`config.mk`:
```
export PLATFORM = sky130hd
export DESIGN_NAME = pkb_div
export DESIGN_NICKNAME = d
export VERILOG_FILES = /design/src/rtl/core/pkb_pkg.sv /design/src/rtl/core/pkb_div.sv
export SDC_FILE = /design/constraint.sdc
export NUM_CORES = 1
export LEC_CHECK = 0
export BUFFER_PORTS_ARGS = -buffer_cell sky130_fd_sc_hd__buf_2
export CORE_MARGIN = 1.5
export CORE_UTILIZATION = 50
export DETAILED_ROUTE_END_ITERATION = 16
export PLACE_DENSITY = 0.76
export SYNTH_ARGS = -nofsm -noshare
export SYNTH_HDL_FRONTEND = slang
export SYNTH_SLANG_ARGS = --single-unit
```
`constraint.sdc`:
```
create_clock -name clk -period 7.5 [get_ports clk]
set_input_delay 1.5 -clock clk [delete_from_list [all_inputs] [get_ports clk]]
set_output_delay 1.5 -clock clk [all_outputs]
set_load 0.01 [all_outputs]
```
`src/rtl/core/pkb_pkg.sv`:
```
`timescale 1ns / 1ps
`default_nettype none
// ----------------------------------------------------------------------------
// pkb_pkg: shared types and constants for the peak bin accumulator
// Transaction payload structs, sequencer states, action and register codes.
// ----------------------------------------------------------------------------
package pkb_pkg;

  localparam int POS_W  = 32;   // position / quotient width
  localparam int SPB_W  = 17;   // samples_per_bin width
  localparam int SMP_W  = 24;   // Q1.23 sample width
  localparam int IDX_W  = 12;   // bin index field width
  localparam int CNT_W  = 33;   // bin counter width

  localparam logic [SPB_W-1:0] SPB_RESET = 17'd256;

  // config register index (paddr[2])
  localparam logic CFG_IDX_SPB = 1'b0;

  typedef enum logic [1:0] {
    ACT_SAMPLE = 2'd0,
    ACT_START  = 2'd1,
    ACT_READ   = 2'd2,
    ACT_NONE   = 2'd3
  } pkb_action_t;

  typedef enum logic [2:0] {
    ST_IDLE,
    ST_DIV,
    ST_LOOK,
    ST_MRG,
    ST_DONE
  } pkb_state_t;

  typedef struct packed {
    logic [1:0]              action;
    logic [POS_W-1:0]        position;
    logic signed [SMP_W-1:0] left_sample;
    logic signed [SMP_W-1:0] right_sample;
    logic                    is_stereo;
    logic [IDX_W-1:0]        read_index;
  } pkb_in_t;

  typedef struct packed {
    logic [IDX_W-1:0] bin_index;
    logic [SMP_W-1:0] peak_left;
    logic [SMP_W-1:0] peak_right;
    logic             bin_valid;
    logic [CNT_W-1:0] bins_reached;
    logic [CNT_W-1:0] bins_lost;
  } pkb_out_t;

endpackage
`default_nettype wire

```
`src/rtl/core/pkb_div.sv`:
```
`timescale 1ns / 1ps
`default_nettype none
// ----------------------------------------------------------------------------
// pkb_div: iterative unsigned divider
// Restoring division, one quotient bit per cycle, position by samples_per_bin.
// ----------------------------------------------------------------------------
module pkb_div
  import pkb_pkg::*;
(
  input  wire logic             clk,
  input  wire logic             rst,
  input  wire logic             start,
  input  wire logic [POS_W-1:0] dividend,
  input  wire logic [SPB_W-1:0] divisor,
  output logic                  done,
  output logic      [POS_W-1:0] quotient
);

  localparam int CW = $clog2(POS_W);
  localparam logic [CW-1:0] LAST = CW'(POS_W - 1);

  logic             busy;
  logic [CW-1:0]    cnt;
  logic [POS_W-1:0] dq;
  logic [SPB_W-1:0] rem;
  logic [SPB_W-1:0] dvs;

  logic [SPB_W+1:0] diff;
  logic             ge;

  // trial subtract of the shifted partial remainder
  assign diff = {1'b0, rem, dq[POS_W-1]} - {2'b00, dvs};
  assign ge   = !diff[SPB_W+1];

  always_ff @(posedge clk) begin
    if (rst) begin
      busy <= 1'b0;
      done <= 1'b0;
      cnt  <= '0;
    end else begin
      done <= 1'b0;
      if (start) begin
        busy <= 1'b1;
        cnt  <= '0;
      end else if (busy) begin
        cnt <= cnt + 1'b1;
        if (cnt == LAST) begin
          busy <= 1'b0;
          done <= 1'b1;
        end
      end
    end
  end

  always_ff @(posedge clk) begin
    if (start) begin
      dq  <= dividend;
      rem <= '0;
      dvs <= divisor;
    end else if (busy) begin
      rem <= ge ? diff[SPB_W-1:0] : {rem[SPB_W-2:0], dq[POS_W-1]};
      dq  <= {dq[POS_W-2:0], ge};
    end
  end

  assign quotient = dq;

endmodule
`default_nettype wire

```
==> out/metrics.yaml <==
routing:
  m1WireLength_microns: 3610
  num_vias: 2937
  maxUsedRoutingLayer: "met4"
  drtAntennaViolNets: 0
  drtIter0Drc: 194
  wl_per_cell_microns: 15.4
  route.met2.wl_microns: 3850
  drt_pre_antenna_iters: 5
  wl_met3_microns: 555
  routed_wirelength_microns: 8160
  viasPerCell: 5.56
  drc: 0
sta:
  holdWs_ns: 0.478
  fmax_mhz: 281
  final_hold_viol_count: 0
  slew_headroom_pct: 20.9
  finalMaxSlewViolations: 0
  rsz0062_at_grt: "no"
  period_share_pct: 47.5
  finalCriticalPeriod_ns: 3.56
  worst_slew_pin_slew_ns: 1.18
  finalClockSkew_ns: 0.0145
  setup_viol: 0
  tns_ns: 0
critical_path:
  crit_required_ns: 7.46
  start_kind: "input pin"
  endpoint_kind: "flip-flop"
  cp.arrival_ns: 3.52
  critPathMaxFanout: 65
  critPathKind: "input pin to flip-flop"
layout:
  antenna_cells: 0
  fillerInstances: 600
  seq_area_sq_mm: 0.00195
  stdcell_area_sq_mm: 0.00454
  multi_input_area_sq_mm: 0.00173
  area_growth_pct: 17.7
  layout-drive-gt1-share_pct: 32.6
  nets: 496
floorplanning:
  die_height_microns: 90.8
  die_w_microns: 90.8
  start_util_pct: 52.3
  die_area_sq_mm: 0.00825
  rows: 31
  io_pins: 85
  core_area_sq_mm: 0.00737
logic_synthesis:
  synth_top_area_share_pct: 38.1
  ys.flop_type: "edfxtp_1"
  synth.most_common_cell: "edfxtp_1"
  synth_top_area_cell: "edfxtp_1"
  synthDistinctLibCells: 61
  ys_seq_area_share_pct: 50.6
  syn_area_sq_mm: 0.00386
  syn_area_per_cell_sq_um: 11.2
  ys_async_sr_fraction_pct: 0
  yosysWarnings: 0
  ys_ff_latch: 73
  netlist_top_cells_area: "edfxtp_1 (38%), dfxtp_1 (12%), mux2_2 (9.0%)"
  synth-edff-count: 49
  syn_inst: 344
  syn_nets: 416
  synth_common_cells: "edfxtp_1 (49), mux2_2 (31), inv_1 (28)"
grt:
  grt_pass1_vias: 2883
  grt_overflow: 0
  grt_max_degree: 66
  grt_pass1_wl_microns: 13400
  grt_usage_pct: 20.4
  antenna_found_initial: 0
pwr:
  powerDensity_mw_per_mm2: 213
  ir_worst_vdd_uv: 128
  leakagePower_uw: 0.00192
status:
  status: "finished clean"
clock_network:
  clk_pin_slew_worst_paths_ns: 0.07
  clock_latency_ns: 0.35
  cts_root_buf: "clkbuf_8"
  cts_max_level: 3
  clock_path_buffers: 2
  post-cts-setup-buffers: 0
  cts_sinks: 73
  numCtsBuffers: 9
  cts_tree: "done"
  hold_buffers: 0
  ctsResizeCount: 0
min_path:
  hold_class: "flip-flop to flip-flop"
placed_design:
  dpl_cell_area_sq_mm: 0.00433
  hpwl_microns: 5790
  port_buffers: 84
  globalplace.congestion: 0.881
run:
  maxCapViolations: 0
-- power by group --
part           total [uW]  leakage [uW]  internal, uW  switching (uW)
combinational         167       0.00113          75.5            91.4
clock                 318      0.000103           172             146
sequential            485      0.000684           466            18.5
-- cells by family after synthesis --
family / synth area share, %
AOI/OAI and AO/OA: 14.4
buffers and inverters: 4.67
muxes: 10.5
DFF: 50.6
xor gates and xnor gates: 2.72
and+or+nand+nor: 10.4
adders and majority gates: 6.68
-- sequential cells by signal, summed over array words and instances, names as in the netlist --
register,flops
cnt,5
busy,1
dvs,17
quotient,32
rem,17
done,1
-- final timing paths --
kind / from / slack [ns] / cells after the start / to
setup / recovery: start / 3.94 / 4 / quotient[22]
setup reg to reg: quotient[31] / 4.32 / 10 / rem[0]
hold reg to reg: rem[16] / 0.48 / 2 / rem[16]
hold / removal: rem[16] / 0.48 / 2 / rem[16]
-- per-layer routing --
metal  global-route usage, %  vias to the layer above
li1                        -                     1452
met1                    26.2                     1365
met2                    32.6                      103
met3                    5.81                       17
met4                    7.42                        0
met5                       0                        -
-- area by class of cell --
cell class              instances  area share [%]
clock inverters                 4            1.13
well taps                      99            2.73
flip-flops and latches         73            43.0
inverters                      28            2.31
multi-input cells             227            38.0
repair buffers                 85            9.42
clock buffers                  12            3.42
-- layout by cell type (no fill, tap or decap), types with 10 or more instances in the layout --
cell / instances
a21oi_1: 16
buf_2: 84
clkbuf_8: 11
dfxtp_1: 24
edfxtp_1: 49
ha_1: 19
inv_1: 28
mux2_2: 31
nand2_1: 24
nor2_1: 16
nor3_1: 13
o21ai_0: 10
-- worst max-delay path: stages --
cell and delay (ns):
buf_2 0.07, buf_4 0.58, nor2_1 0.35, inv_1 0.96
-- through the flow --
| stage | worst slack [ns] | instances | utilization (%) | total power [uW] |
|---|---|---|---|---|
| 2_1_floorplan | 4.39 | 344 | - | 601 |
| 3_3_place_gp | 3.57 | 512 | 58.8 | 653 |
| 3_5_place_dp | 3.53 | 512 | 58.8 | 658 |
| 4_1_cts | 3.89 | 528 | 61.6 | 976 |
| 5_1_grt | 3.69 | 528 | 61.6 | 1010 |
| 6_report | 3.94 | 528 | 61.6 | 969 |
(Power assumes the default switching activity.)
